### src/hw/rtl/ocavg_pkg.sv
`default_nettype none

package ocavg_pkg;

  // Fixed field widths.
  localparam int unsigned SAMPLE_IN_W = 12;
  localparam int unsigned OFFSET_W    = 12;
  localparam int unsigned CURRENT_W   = 16;
  localparam int unsigned SCALE_W     = 16;
  localparam int unsigned SCALE_FRAC  = 12;

  // Scale of 5.6865 in unsigned Q4.12.
  localparam logic [SCALE_W-1:0] SCALE_RESET = 16'd23292;

  // Saturation limits of the signed current result.
  localparam logic [CURRENT_W-1:0] CURRENT_MAX = 16'h7FFF;
  localparam logic [CURRENT_W-1:0] CURRENT_MIN = 16'h8000;
  localparam int unsigned CURRENT_POS_LIM = 32767;
  localparam int unsigned CURRENT_NEG_LIM = 32768;

  // Shift control shared by every cell of the sample chain.
  typedef struct packed {
    logic push;  // a request was accepted, shift the chain
    logic dbl;   // two samples enter: shift by two places
  } push_t;

endpackage

`default_nettype wire

### src/hw/rtl/ocavg_cell.sv
`default_nettype none

module ocavg_cell #(
  parameter int unsigned W = 12
) (
  input  wire               clk_i,
  input  wire               rst_ni,
  input  ocavg_pkg::push_t  ctl_i,
  input  wire  [W-1:0]      d1_i,
  input  wire  [W-1:0]      d2_i,
  output logic [W-1:0]      q_o,
  output logic [W-1:0]      d1_o
);
  import ocavg_pkg::*;

  logic [W-1:0] smp_q;
  logic [W-1:0] smp_d;

  always_comb begin
    smp_d = smp_q;
    if (ctl_i.push) begin
      smp_d = ctl_i.dbl ? d2_i : d1_i;
    end
  end

  always_ff @(posedge clk_i or negedge rst_ni) begin
    if (!rst_ni) begin
      smp_q <= '0;
    end else begin
      smp_q <= smp_d;
    end
  end

  assign q_o  = smp_q;
  // The sample one place upstream is passed on, so a cell two places down
  // can take it on a double shift.
  assign d1_o = d1_i;

endmodule

`default_nettype wire

### src/hw/rtl/ocavg_ring.sv
`default_nettype none

module ocavg_ring #(
  parameter int unsigned TAPS  = 10,
  parameter int unsigned W     = 12,
  parameter int unsigned SUM_W = 16
) (
  input  wire                 clk_i,
  input  wire                 rst_ni,
  input  ocavg_pkg::push_t    ctl_i,
  input  wire  [W-1:0]        first_i,
  input  wire  [W-1:0]        second_i,
  output logic [SUM_W-1:0]    sum1_o,
  output logic [SUM_W-1:0]    sum2_o
);
  import ocavg_pkg::*;

  logic [W-1:0]     cell_q  [TAPS];
  logic [W-1:0]     cell_fw [TAPS];
  logic [SUM_W-1:0] sum_q;
  logic [SUM_W-1:0] sum_d;

  // The newest sample sits in cell 0; the last cell holds the oldest one.
  for (genvar i = 0; i < TAPS; i++) begin : g_cell
    if (i == 0) begin : g_head
      ocavg_cell #(.W(W)) u_cell (
        .clk_i  (clk_i),
        .rst_ni (rst_ni),
        .ctl_i  (ctl_i),
        .d1_i   (first_i),
        .d2_i   (second_i),
        .q_o    (cell_q[i]),
        .d1_o   (cell_fw[i])
      );
    end else begin : g_body
      ocavg_cell #(.W(W)) u_cell (
        .clk_i  (clk_i),
        .rst_ni (rst_ni),
        .ctl_i  (ctl_i),
        .d1_i   (cell_q[i-1]),
        .d2_i   (cell_fw[i-1]),
        .q_o    (cell_q[i]),
        .d1_o   (cell_fw[i])
      );
    end
  end

  // A double shift drops the last cell and then the one before it; with a
  // single tap the second drop is the first sample of the same request.
  assign sum1_o = sum_q - SUM_W'(cell_q[TAPS-1]) + SUM_W'(first_i);
  assign sum2_o = sum1_o - SUM_W'(cell_fw[TAPS-1]) + SUM_W'(second_i);

  always_comb begin
    sum_d = sum_q;
    if (ctl_i.push) begin
      sum_d = ctl_i.dbl ? sum2_o : sum1_o;
    end
  end

  always_ff @(posedge clk_i or negedge rst_ni) begin
    if (!rst_ni) begin
      sum_q <= '0;
    end else begin
      sum_q <= sum_d;
    end
  end

`ifndef SYNTHESIS
  a_head_takes_newest : assert property (@(posedge clk_i) disable iff (!rst_ni)
    ctl_i.push |=> cell_q[0] == $past(ctl_i.dbl ? second_i : first_i))
    else $error("newest sample not in the head cell");

  a_sum_holds_idle : assert property (@(posedge clk_i) disable iff (!rst_ni)
    !ctl_i.push |=> $stable(sum_q))
    else $error("running sum moved without a push");

  a_tail_steps : assert property (@(posedge clk_i) disable iff (!rst_ni)
    ctl_i.push && !ctl_i.dbl |=> cell_q[TAPS-1] == $past(cell_fw[TAPS-1]))
    else $error("sample chain did not step by one");
`endif

endmodule

`default_nettype wire

### src/hw/rtl/offset_compensated_current_average_unit.sv
// Channel  | Handshake               | Payload
// -------- | ----------------------- | -----------------------------------------------
// in       | in_valid_i / in_ready_o | output_on_i, first_sample_i, second_sample_i
// out      | out_valid_o/out_ready_i | current_value_o, offset_level_o, average_level_o,
//          |                         | drive_on_o
// cfg      | cfg_we_i                | cfg_wdata_i (scale, Q4.12)
//
// One request is taken per cycle while in_ready_o is high.
// The sample chain and running sum update at the accepting edge; the two divides by TAPS
// (reciprocal multiplies), the offset subtract and the scale multiply follow in four stages.
// Reset clears the chain, the sum and the offset and loads the default scale at once.
// A stall at the output only holds stages that are full; empty stages still fill.
`default_nettype none

module offset_compensated_current_average_unit #(
  parameter int unsigned TAPS        = 10,
  parameter int unsigned SAMPLE_BITS = 12
) (
  input  wire                                       clk_i,
  input  wire                                       rst_ni,
  input  wire                                       cfg_we_i,
  input  wire         [ocavg_pkg::SCALE_W-1:0]      cfg_wdata_i,
  input  wire                                       in_valid_i,
  output logic                                      in_ready_o,
  input  wire                                       output_on_i,
  input  wire         [ocavg_pkg::SAMPLE_IN_W-1:0]  first_sample_i,
  input  wire         [ocavg_pkg::SAMPLE_IN_W-1:0]  second_sample_i,
  output logic                                      out_valid_o,
  input  wire                                       out_ready_i,
  output logic signed [ocavg_pkg::CURRENT_W-1:0]    current_value_o,
  output logic        [ocavg_pkg::OFFSET_W-1:0]     offset_level_o,
  output logic        [ocavg_pkg::OFFSET_W-1:0]     average_level_o,
  output logic                                      drive_on_o
);
  import ocavg_pkg::*;

  localparam int unsigned EXT_W  = (SAMPLE_BITS > SAMPLE_IN_W) ? SAMPLE_BITS : SAMPLE_IN_W;
  localparam int unsigned SUM_W  = $clog2(TAPS * ((1 << SAMPLE_BITS) - 1) + 1);
  localparam int unsigned DIV_L  = $clog2(TAPS);
  localparam int unsigned DIV_S  = SUM_W + DIV_L;
  localparam int unsigned RCP_W  = SUM_W + 1;
  localparam longint unsigned RCP = ((64'd1 << DIV_S) + TAPS - 1) / TAPS;
  localparam int unsigned QP_W   = SUM_W + RCP_W;
  localparam int unsigned PRD_W  = EXT_W + SCALE_W;
  localparam int unsigned SCL_W  = PRD_W - SCALE_FRAC;

  // Configuration.
  logic [SCALE_W-1:0] scale_q;

  // Input masking to the filter's sample width.
  logic                   in_accept;
  logic [EXT_W-1:0]       first_ext;
  logic [EXT_W-1:0]       second_ext;
  push_t                  push;
  logic [SUM_W-1:0]       sum1;
  logic [SUM_W-1:0]       sum2;

  // Stage load enables, from the output backwards.
  logic ld_out, ld4, ld3, ld2, ld1;

  // Stage 1: sums after the first and the second push.
  logic             s1_valid_q;
  logic             s1_on_q;
  logic [SUM_W-1:0] s1_sum1_q;
  logic [SUM_W-1:0] s1_sum2_q;

  // Stage 2: reciprocal products.
  logic             s2_valid_q;
  logic             s2_on_q;
  logic [QP_W-1:0]  s2_avg_prod_q;
  logic [QP_W-1:0]  s2_off_prod_q;

  // Stage 3: offset subtract.
  logic                 s3_valid_q;
  logic                 s3_on_q;
  logic                 s3_neg_q;
  logic [EXT_W-1:0]     s3_mag_q;
  logic [OFFSET_W-1:0]  s3_avg_q;
  logic [OFFSET_W-1:0]  s3_off_q;
  logic [OFFSET_W-1:0]  zero_offset_q;

  logic [EXT_W-1:0]     avg_ext;
  logic [EXT_W-1:0]     off_ext;
  logic [OFFSET_W-1:0]  offset_new;
  logic signed [EXT_W:0] diff;

  // Stage 4: scale multiply.
  logic                 s4_valid_q;
  logic                 s4_on_q;
  logic                 s4_neg_q;
  logic [PRD_W-1:0]     s4_prod_q;
  logic [OFFSET_W-1:0]  s4_avg_q;
  logic [OFFSET_W-1:0]  s4_off_q;

  // Output register.
  logic                 out_valid_q;
  logic [CURRENT_W-1:0] cur_q;
  logic [CURRENT_W-1:0] cur_d;
  logic [OFFSET_W-1:0]  out_avg_q;
  logic [OFFSET_W-1:0]  out_off_q;
  logic                 out_on_q;
  logic [SCL_W-1:0]     scaled;

  always_ff @(posedge clk_i or negedge rst_ni) begin
    if (!rst_ni) begin
      scale_q <= SCALE_RESET;
    end else if (cfg_we_i) begin
      scale_q <= cfg_wdata_i;
    end
  end

  assign ld_out     = !out_valid_q || out_ready_i;
  assign ld4        = !s4_valid_q || ld_out;
  assign ld3        = !s3_valid_q || ld4;
  assign ld2        = !s2_valid_q || ld3;
  assign ld1        = !s1_valid_q || ld2;
  assign in_ready_o = ld1;
  assign in_accept  = in_valid_i && in_ready_o;

  assign first_ext  = EXT_W'(first_sample_i);
  assign second_ext = EXT_W'(second_sample_i);
  assign push.push  = in_accept;
  assign push.dbl   = !output_on_i;

  ocavg_ring #(
    .TAPS  (TAPS),
    .W     (SAMPLE_BITS),
    .SUM_W (SUM_W)
  ) u_ring (
    .clk_i    (clk_i),
    .rst_ni   (rst_ni),
    .ctl_i    (push),
    .first_i  (first_ext[SAMPLE_BITS-1:0]),
    .second_i (second_ext[SAMPLE_BITS-1:0]),
    .sum1_o   (sum1),
    .sum2_o   (sum2)
  );

  // Stage 3 arithmetic: quotients out of the reciprocal products.
  assign avg_ext    = EXT_W'(s2_avg_prod_q[DIV_S +: SAMPLE_BITS]);
  assign off_ext    = EXT_W'(s2_off_prod_q[DIV_S +: SAMPLE_BITS]);
  assign offset_new = s2_on_q ? zero_offset_q : off_ext[OFFSET_W-1:0];
  assign diff       = $signed({1'b0, avg_ext}) - $signed({1'b0, EXT_W'(offset_new)});

  // Output arithmetic: drop the fraction and saturate toward the signed range.
  assign scaled = s4_prod_q[PRD_W-1:SCALE_FRAC];

  always_comb begin
    if (s4_neg_q) begin
      if (scaled > SCL_W'(CURRENT_NEG_LIM)) begin
        cur_d = CURRENT_MIN;
      end else begin
        cur_d = -scaled[CURRENT_W-1:0];
      end
    end else begin
      if (scaled > SCL_W'(CURRENT_POS_LIM)) begin
        cur_d = CURRENT_MAX;
      end else begin
        cur_d = scaled[CURRENT_W-1:0];
      end
    end
  end

  always_ff @(posedge clk_i or negedge rst_ni) begin
    if (!rst_ni) begin
      s1_valid_q    <= 1'b0;
      s2_valid_q    <= 1'b0;
      s3_valid_q    <= 1'b0;
      s4_valid_q    <= 1'b0;
      out_valid_q   <= 1'b0;
      zero_offset_q <= '0;
    end else begin
      if (ld1) begin
        s1_valid_q <= in_accept;
      end
      if (ld2) begin
        s2_valid_q <= s1_valid_q;
      end
      if (ld3) begin
        s3_valid_q <= s2_valid_q;
        if (s2_valid_q && !s2_on_q) begin
          zero_offset_q <= offset_new;
        end
      end
      if (ld4) begin
        s4_valid_q <= s3_valid_q;
      end
      if (ld_out) begin
        out_valid_q <= s4_valid_q;
      end
    end
  end

  always_ff @(posedge clk_i) begin
    if (in_accept) begin
      s1_on_q   <= output_on_i;
      s1_sum1_q <= sum1;
      s1_sum2_q <= sum2;
    end
    if (ld2 && s1_valid_q) begin
      s2_on_q       <= s1_on_q;
      s2_avg_prod_q <= QP_W'(s1_on_q ? s1_sum1_q : s1_sum2_q) * QP_W'(RCP_W'(RCP));
      s2_off_prod_q <= QP_W'(s1_sum1_q) * QP_W'(RCP_W'(RCP));
    end
    if (ld3 && s2_valid_q) begin
      s3_on_q  <= s2_on_q;
      s3_neg_q <= diff[EXT_W];
      s3_mag_q <= diff[EXT_W] ? EXT_W'(-diff) : diff[EXT_W-1:0];
      s3_avg_q <= avg_ext[OFFSET_W-1:0];
      s3_off_q <= offset_new;
    end
    if (ld4 && s3_valid_q) begin
      s4_on_q   <= s3_on_q;
      s4_neg_q  <= s3_neg_q;
      s4_prod_q <= PRD_W'(s3_mag_q) * PRD_W'(scale_q);
      s4_avg_q  <= s3_avg_q;
      s4_off_q  <= s3_off_q;
    end
    if (ld_out && s4_valid_q) begin
      cur_q     <= cur_d;
      out_avg_q <= s4_avg_q;
      out_off_q <= s4_off_q;
      out_on_q  <= s4_on_q;
    end
  end

  assign out_valid_o     = out_valid_q;
  assign current_value_o = $signed(cur_q);
  assign offset_level_o  = out_off_q;
  assign average_level_o = out_avg_q;
  assign drive_on_o      = out_on_q;

`ifndef SYNTHESIS
  a_offset_only_when_off : assert property (@(posedge clk_i) disable iff (!rst_ni)
    !$stable(zero_offset_q) |-> $past(ld3 && s2_valid_q && !s2_on_q))
    else $error("zero offset changed without an output-off request");

  a_stage1_holds : assert property (@(posedge clk_i) disable iff (!rst_ni)
    s1_valid_q && !ld2 |=> s1_valid_q)
    else $error("stage 1 request lost during a stall");

  a_result_from_stage4 : assert property (@(posedge clk_i) disable iff (!rst_ni)
    $rose(out_valid_q) |-> $past(s4_valid_q))
    else $error("result appeared without a request in the last stage");

  a_stall_means_full : assert property (@(posedge clk_i) disable iff (!rst_ni)
    !in_ready_o |-> s1_valid_q && s2_valid_q && s3_valid_q && s4_valid_q && out_valid_q)
    else $error("input stalled while the pipeline has a free slot");
`endif

endmodule

`default_nettype wire
### config.mk
export PLATFORM = sky130hd
export DESIGN_NAME = offset_compensated_current_average_unit
export DESIGN_NICKNAME = d
export VERILOG_FILES = /design/src/hw/rtl/ocavg_pkg.sv /design/src/hw/rtl/ocavg_cell.sv /design/src/hw/rtl/ocavg_ring.sv /design/src/hw/rtl/offset_compensated_current_average_unit.sv
export SDC_FILE = /design/constraint.sdc
export NUM_CORES = 2
export LEC_CHECK = 0
export BUFFER_PORTS_ARGS = -buffer_cell sky130_fd_sc_hd__buf_2
export CAP_MARGIN = 15
export CORE_AREA = 5 5 241 243
export CTS_BUF_LIST = sky130_fd_sc_hd__clkbuf_16
export CTS_CLUSTER_SIZE = 28
export DETAILED_ROUTE_END_ITERATION = 7
export DIE_AREA = 0 0 246 248
export GPL_TIMING_DRIVEN = 0
export PLACE_DENSITY = 0.71
export SETUP_SLACK_MARGIN = 0.1
export SKIP_LAST_GASP = 1
export SYNTH_ARGS = -nofsm -noshare
export SYNTH_HDL_FRONTEND = slang
export SYNTH_SLANG_ARGS = --single-unit
### constraint.sdc
create_clock -name clk_i -period 13.4 [get_ports clk_i]
set_clock_uncertainty 0.15 [all_clocks]
set_input_delay 2.01 -clock clk_i [delete_from_list [all_inputs] [get_ports clk_i]]
set_output_delay 2.01 -clock clk_i [all_outputs]
set_load 0.01 [all_outputs]
Word level (Yosys, flattened, before mapping)

Cells that the tools add are included.

Add/sub/neg operators: 7
$mul: 3
Magnitude comparators: 2
Mux-type cells: 17
Reductions and logical operators: 18

Operators by type and width:

| kind                   | count |
|---|---|
| $mux 12                | 12 |
| $mux 16                | 5 |
| $mul 16x16->31 const B | 2 |
| $add 16x12->16         | 2 |
| $sub 16x12->16         | 2 |
| $mul 12x16->28         | 1 |
| $gt 16x15->1 const B   | 1 |
| $gt 16x16->1 const B   | 1 |
| $neg 16->16            | 1 |
| $sub 12x12->13         | 1 |
| $neg 12->12            | 1 |
| $logic_and 1x1->1      | 6 |
| $logic_not 1->1        | 6 |
| $logic_or 1x1->1       | 5 |
| $reduce_and 2->1       | 1 |

Bits in registers: 398
Bits of input ports: 46
Output and inout port bits: 43
Logic and storage cells: 85

Longest topological paths before layout

Depth after elaboration: 7
Gate-level depth with buffers: 24
Depth with buffers taken out: 23

Modules after synthesis

A second synthesis with hierarchy kept.

Cells, all modules: 3027
Area, all modules: 31803.0 um^2

By module, submodules not included:

| module                                  | instances | cells each | area each (um^2) | seq. area each (um^2) |
|---|---|---|---|---|
| offset_compensated_current_average_unit | 1         | 2021       | 22440.3          | 6213.5 |
| ocavg_cell                              | 10        | 63         | 635.6            | 300.3 |
| ocavg_ring                              | 1         | 376        | 3006.6           | 400.4 |

Worst setup path after synthesis

No wires, ideal clock.

Path kind: input to register
Start: input port first_sample_i[1] (netlist name)
End: register u_ring.sum_q[15]
Setup time: 137 ps
Data arrival time: 6306 ps
Data required time: 13113 ps
Slack: 6807 ps
Stages on the path: 22
Path buffers: 0
Path through: inv_1 fa_1 inv_1 fa_1 a211oi_1 nor2_1 o21ai_0 nand2b_1 xor2_1 inv_1 fa_1 inv_1 ha_1 or3_1 o2111a_1 a2111oi_0 nor3_1 o22ai_1 xor2_1 and2_1 xnor2_1 a21oi_1

Longest elaborated chain between the ends: 4

RTL lines:

| element              | RTL line                                      | RTL |
|---|---|---|
| from (decl)          | offset_compensated_current_average_unit.sv:26 | `input wire [ocavg_pkg::SAMPLE_IN_W-1:0] first_sample_i,` |
| $add 16x12->16       | ocavg_ring.sv:50                              | `assign sum1_o = sum_q - SUM_W'(cell_q[TAPS-1]) + SUM_W'(first_i);` |
| via sum1[6]          | offset_compensated_current_average_unit.sv:55 | `logic [SUM_W-1:0] sum1;` |
| $sub 16x12->16       | ocavg_ring.sv:51                              | `assign sum2_o = sum1_o - SUM_W'(cell_fw[TAPS-1]) + SUM_W'(second_i);` |
| $add 16x12->16       | ocavg_ring.sv:51                              |  |
| $mux 16              | ocavg_ring.sv:56                              | `sum_d = ctl_i.dbl ? sum2_o : sum1_o;` |
| to (signal assigned) | ocavg_ring.sv:64                              | `sum_q <= sum_d;` |
| to (decl)            | ocavg_ring.sv:20                              | `logic [SUM_W-1:0] sum_q;` |

The timed path passes the listed nets, and every way through them passes these cells.
A chain may end at the register's enable or synchronous reset.

Worst setup path after layout

Start: register s1_on_q
End: register s2_avg_prod_q[30], data pin

Longest elaborated chain between the ends: 2

RTL lines:

| element                | RTL line                                       | RTL |
|---|---|---|
| from (decl)            | offset_compensated_current_average_unit.sv:63  | `logic s1_on_q;` |
| from (signal assigned) | offset_compensated_current_average_unit.sv:196 | `s1_on_q <= output_on_i;` |
| $mux 16                | offset_compensated_current_average_unit.sv:202 | `s2_avg_prod_q <= QP_W'(s1_on_q ? s1_sum1_q : s1_sum2_q) * QP_W'(RCP_W'(RCP));` |
| $mul 16x16->31         | offset_compensated_current_average_unit.sv:202 |  |
| to (signal assigned)   | offset_compensated_current_average_unit.sv:202 |  |
| to (decl)              | offset_compensated_current_average_unit.sv:70  | `logic [QP_W-1:0] s2_avg_prod_q;` |

No other way between the ends.

==> impl_metrics.csv <==
group,metric,value,unit
run_status,run_status,"finished clean",
drt,drt_first_pass_iters,5,
setup_path,rr_worst_depth,23,
clock_network,cts_tree,"done",
place,dp_hpwl,58800,µm
clock_network,clock_path_buffers,3,
setup_path,crit_type,"reg -> reg",
drt,wire_per_inst,18.2,µm
grt,grt_pass1_wl,117000,µm
timing,setup_viol,0,
clock_network,cts_root_buf,"clkbuf_16",
place,gp_congestion,0.958,
yosys,synth_area,0.0308,mm²
yosys,ys_warn_count,0,
setup_path,arrival,7.70,ns
final_layout,n_fill_cell,4605,
final_layout,final_layout_size_suffix_gt1_share,7.03,%
die,rows,87,
clock_network,clock_latency,0.59,ns
yosys,synthTopCellsByArea,"fa_1 (21%), edfxtp_1 (17%), ha_1 (15%), dfrtp_1 (13%), inv_1 (7.6%)",
setup_path,r2r-start,"s1_on_q$_DFFE_PP_",
yosys,syn_inst,2964,
grt,grt_max_degree,88,
timing,drv_slew,0,
clock_network,cts_max_level,2,
hold_path,worstHoldEndpoint,"offset_level_o[5]$_DFFE_PP_",
die,core_area,0.0557,mm²
grt,antenna_found_initial,0,
yosys,synth_top_family_by_area,"adder cells",
clock_network,postCtsHoldBufs,0,
yosys,yosysUniqueCellTypes,63,
die,io-pin-count,89,
setup_path,cp-end-kind,"flip-flop",
timing,tightest_slew,1.10,ns
yosys,synth_edf_count,179,
yosys,synth-main-ff-cell,"edfxtp_1",
hold_path,min_path_cells,0,
timing,relSlewSlack,26.8,%
clock_network,cts_made_buffers,40,
final_layout,area_delta_synth_final,8.91,%
setup_path,critPathLaunch,"s1_on_q$_DFFE_PP_",
clock_network,cts-resized-gates,0,
yosys,synth_xor_area_share,2.67,%
drt,drc_errors,0,
grt,grt_usage,23.8,%
setup_path,worstPathRequired,13.56,ns
die,dieArea,0.0610,mm²
final_layout,nNetsFinal,3825,
timing,fmax,133,MHz
setup_path,r2r-end,"s2_avg_prod_q[30]$_DFFE_PP_",
yosys,yosys.area.top_type,"fa_1",
clock_network,clock_sinks,348,
die,start_util,55.3,%
clock_network,clkTransAtPathRegs,0.06,ns
setup_path,cp_max_fo,10,
yosys,synth-seq-cells,348,
die,die_h,248,µm
yosys,synthDominantCellAreaShare,21.0,%
timing,fin_crit,7.55,ns
timing,fin_crit_sh,56.3,%
setup_path,cp-start-kind,"flip-flop",
yosys,synthMuxAreaShare,6.10,%
yosys,synth-simple-area-share,8.67,%
yosys,avgSynthCellArea,10.4,µm²
place,io_buffers,87,
timing,hold_viol,0,
grt,grt.overflow.total,0,
yosys,synth_nets,3692,
drt,vias_per_cell,5.44,
drt,drtAntennaViolNets,0,
hold_path,min_from,"s4_off_q[5]$_DFFE_PP_",
setup_path,rrSetupSlack,5.85,ns
run,maxCapViolations,0,
yosys,synth_seq_area_share,31.2,%
drt,drt_iter0_drc,1087,
yosys,synthAdderAreaFrac,35.5,%
yosys,yosysMostFrequentCell,"inv_1",
die,fp.dieW,246,µm
drt,vias,21100,
clock_network,postCtsSetupBuffers,0,
yosys,yosys-top-cells-count,"inv_1 (627), ha_1 (359), fa_1 (323)",
grt,grt_pass1_vias,22500,
yosys,synth_compound_area_share,7.06,%
drt,routed_wl,70700,µm
timing,finalSetupTns,0,ns
yosys,async_flop_share,48.6,%
timing,grt_setup_unrepaired,"false",
hold_path,min_path_type,"reg -> reg",
-- critical path, stage by stage, from the launching register on --
cell and delay, ns:
edfxtp_1 0.39, clkbuf_1 0.38, buf_1 0.50, mux2_2 0.49, ha_1 0.33, inv_1 0.09, fa_1 0.49, inv_1 0.05
fa_1 0.51, fa_1 0.44, fa_1 0.56, inv_1 0.06, fa_1 0.53, inv_1 0.04, ha_1 0.31, nand4_1 0.14
nor2_1 0.21, o2111ai_1 0.15, o21ai_0 0.55, a41o_1 0.37, nand4_1 0.16, nand3b_1 0.15, a21oi_1 0.09, xnor2_1 0.12
-- routing by layer --
layer / track usage (%) / up-vias / part of all wire (%)
met4: 9.14 / 0 / 4.2
met1: 30.0 / 10500 / 41
li1: - / 9858 / -
met2: 41.7 / 627 / 50
met3: 3.82 / 173 / 5.3
met5: 0 / - / 0
-- cells by family (layout without fill, tap and decap cells) --
family,count (synthesis),in the layout
buffers and inverters,715,879
adders and majority gates,682,682
and+or+nand+nor,577,577
AOI/OAI and AO/OA,365,365
DFF,348,348
muxes,183,183
xor gates and xnor gates,94,94
other,0,1
-- final cells by class --
| cell class | count | area, µm² | share of cell area [%] |
|---|---|---|---|
| inverter | 628 | 2360 | 7.02 |
| multi-input combinational | 1901 | 18500 | 55.1 |
| antenna | 1 | 2.50 | 0.00745 |
| tap | 756 | 946 | 2.82 |
| timing repair buffer | 91 | 518 | 1.54 |
| clock inverter | 33 | 269 | 0.801 |
| buffer | 87 | 352 | 1.05 |
| clock buffer | 40 | 1000 | 2.98 |
| sequential | 348 | 9620 | 28.6 |
-- registers in the layout, indices dropped and copies added, names as in the netlist, 12 cells and up --
register,cells
s4_avg_q,12
s1_sum1_q,16
s3_mag_q,12
s2_off_prod_q,12
u_ring.g_cell.g_body.u_cell.q_o,108
u_ring.sum_q,16
current_value_o,16
offset_level_o,12
s1_sum2_q,16
average_level_o,12
scale_q,16
zero_offset_q,12
s4_off_q,12
s3_avg_q,12
s2_avg_prod_q,12
s4_prod_q,16
u_ring.g_cell.g_head.u_cell.q_o,12
s3_off_q,12
-- placed cells by master, fill, tap and decap left out, types with 5 or more instances in the layout --
cell       count
o211ai_1       6
o21bai_1       9
ha_1         359
nand2_1      185
a21o_1        25
buf_1          6
o31ai_1        5
nor3_1        17
nand4_1       12
or3_1          9
nor2b_1       18
nor2_1       190
fa_1         323
a21boi_0       6
inv_1        634
dfrtp_1      159
a21oi_1      190
clkinv_2       8
a211oi_1       9
and2_1        71
clkbuf_16     40
edfxtp_1     179
clkinv_1       7
mux2_2        39
o21ai_0       51
nand2b_1      18
buf_2         86
o21a_1        12
xnor2_1       66
dfstp_2       10
xor2_1        28
a31oi_1       12
nand3_1       26
o311ai_0      10
clkbuf_1      77
mux2i_1      144
or3_4          6
-- per-stage QoR --
stage	area, µm²	hold WS, ns	worst slack, ns	utilization [%]	cells
final	33600	0.262	5.85	60.3	3885
after global routing	33600	0.266	5.44	60.3	3884
after CTS	33600	0.263	5.84	60.2	3883
after detailed placement	32300	0.255	5.82	58.0	3810
after global placement	32200	0.252	5.88	57.8	3807
after floorplan	30800	0.250	6.81	-	2964
-- worst max-delay path by stage --
stage	endpoint	slack, ns	depth (start not counted)
2_1_floorplan	u_ring.sum_q[15]$_DFFE_PN0P_	6.81	22
3_3_place_gp	u_ring.sum_q[15]$_DFFE_PN0P_	5.88	23
3_5_place_dp	u_ring.sum_q[15]$_DFFE_PN0P_	5.82	23
4_1_cts	s2_avg_prod_q[30]$_DFFE_PP_	5.84	23
5_1_grt	s2_avg_prod_q[30]$_DFFE_PP_	5.44	24
6_report	s2_avg_prod_q[30]$_DFFE_PP_	5.85	23
Power is left out: the tool's default activity adds up to more than one toggle a clock period on the data nets, which glitch-free logic cannot reach.
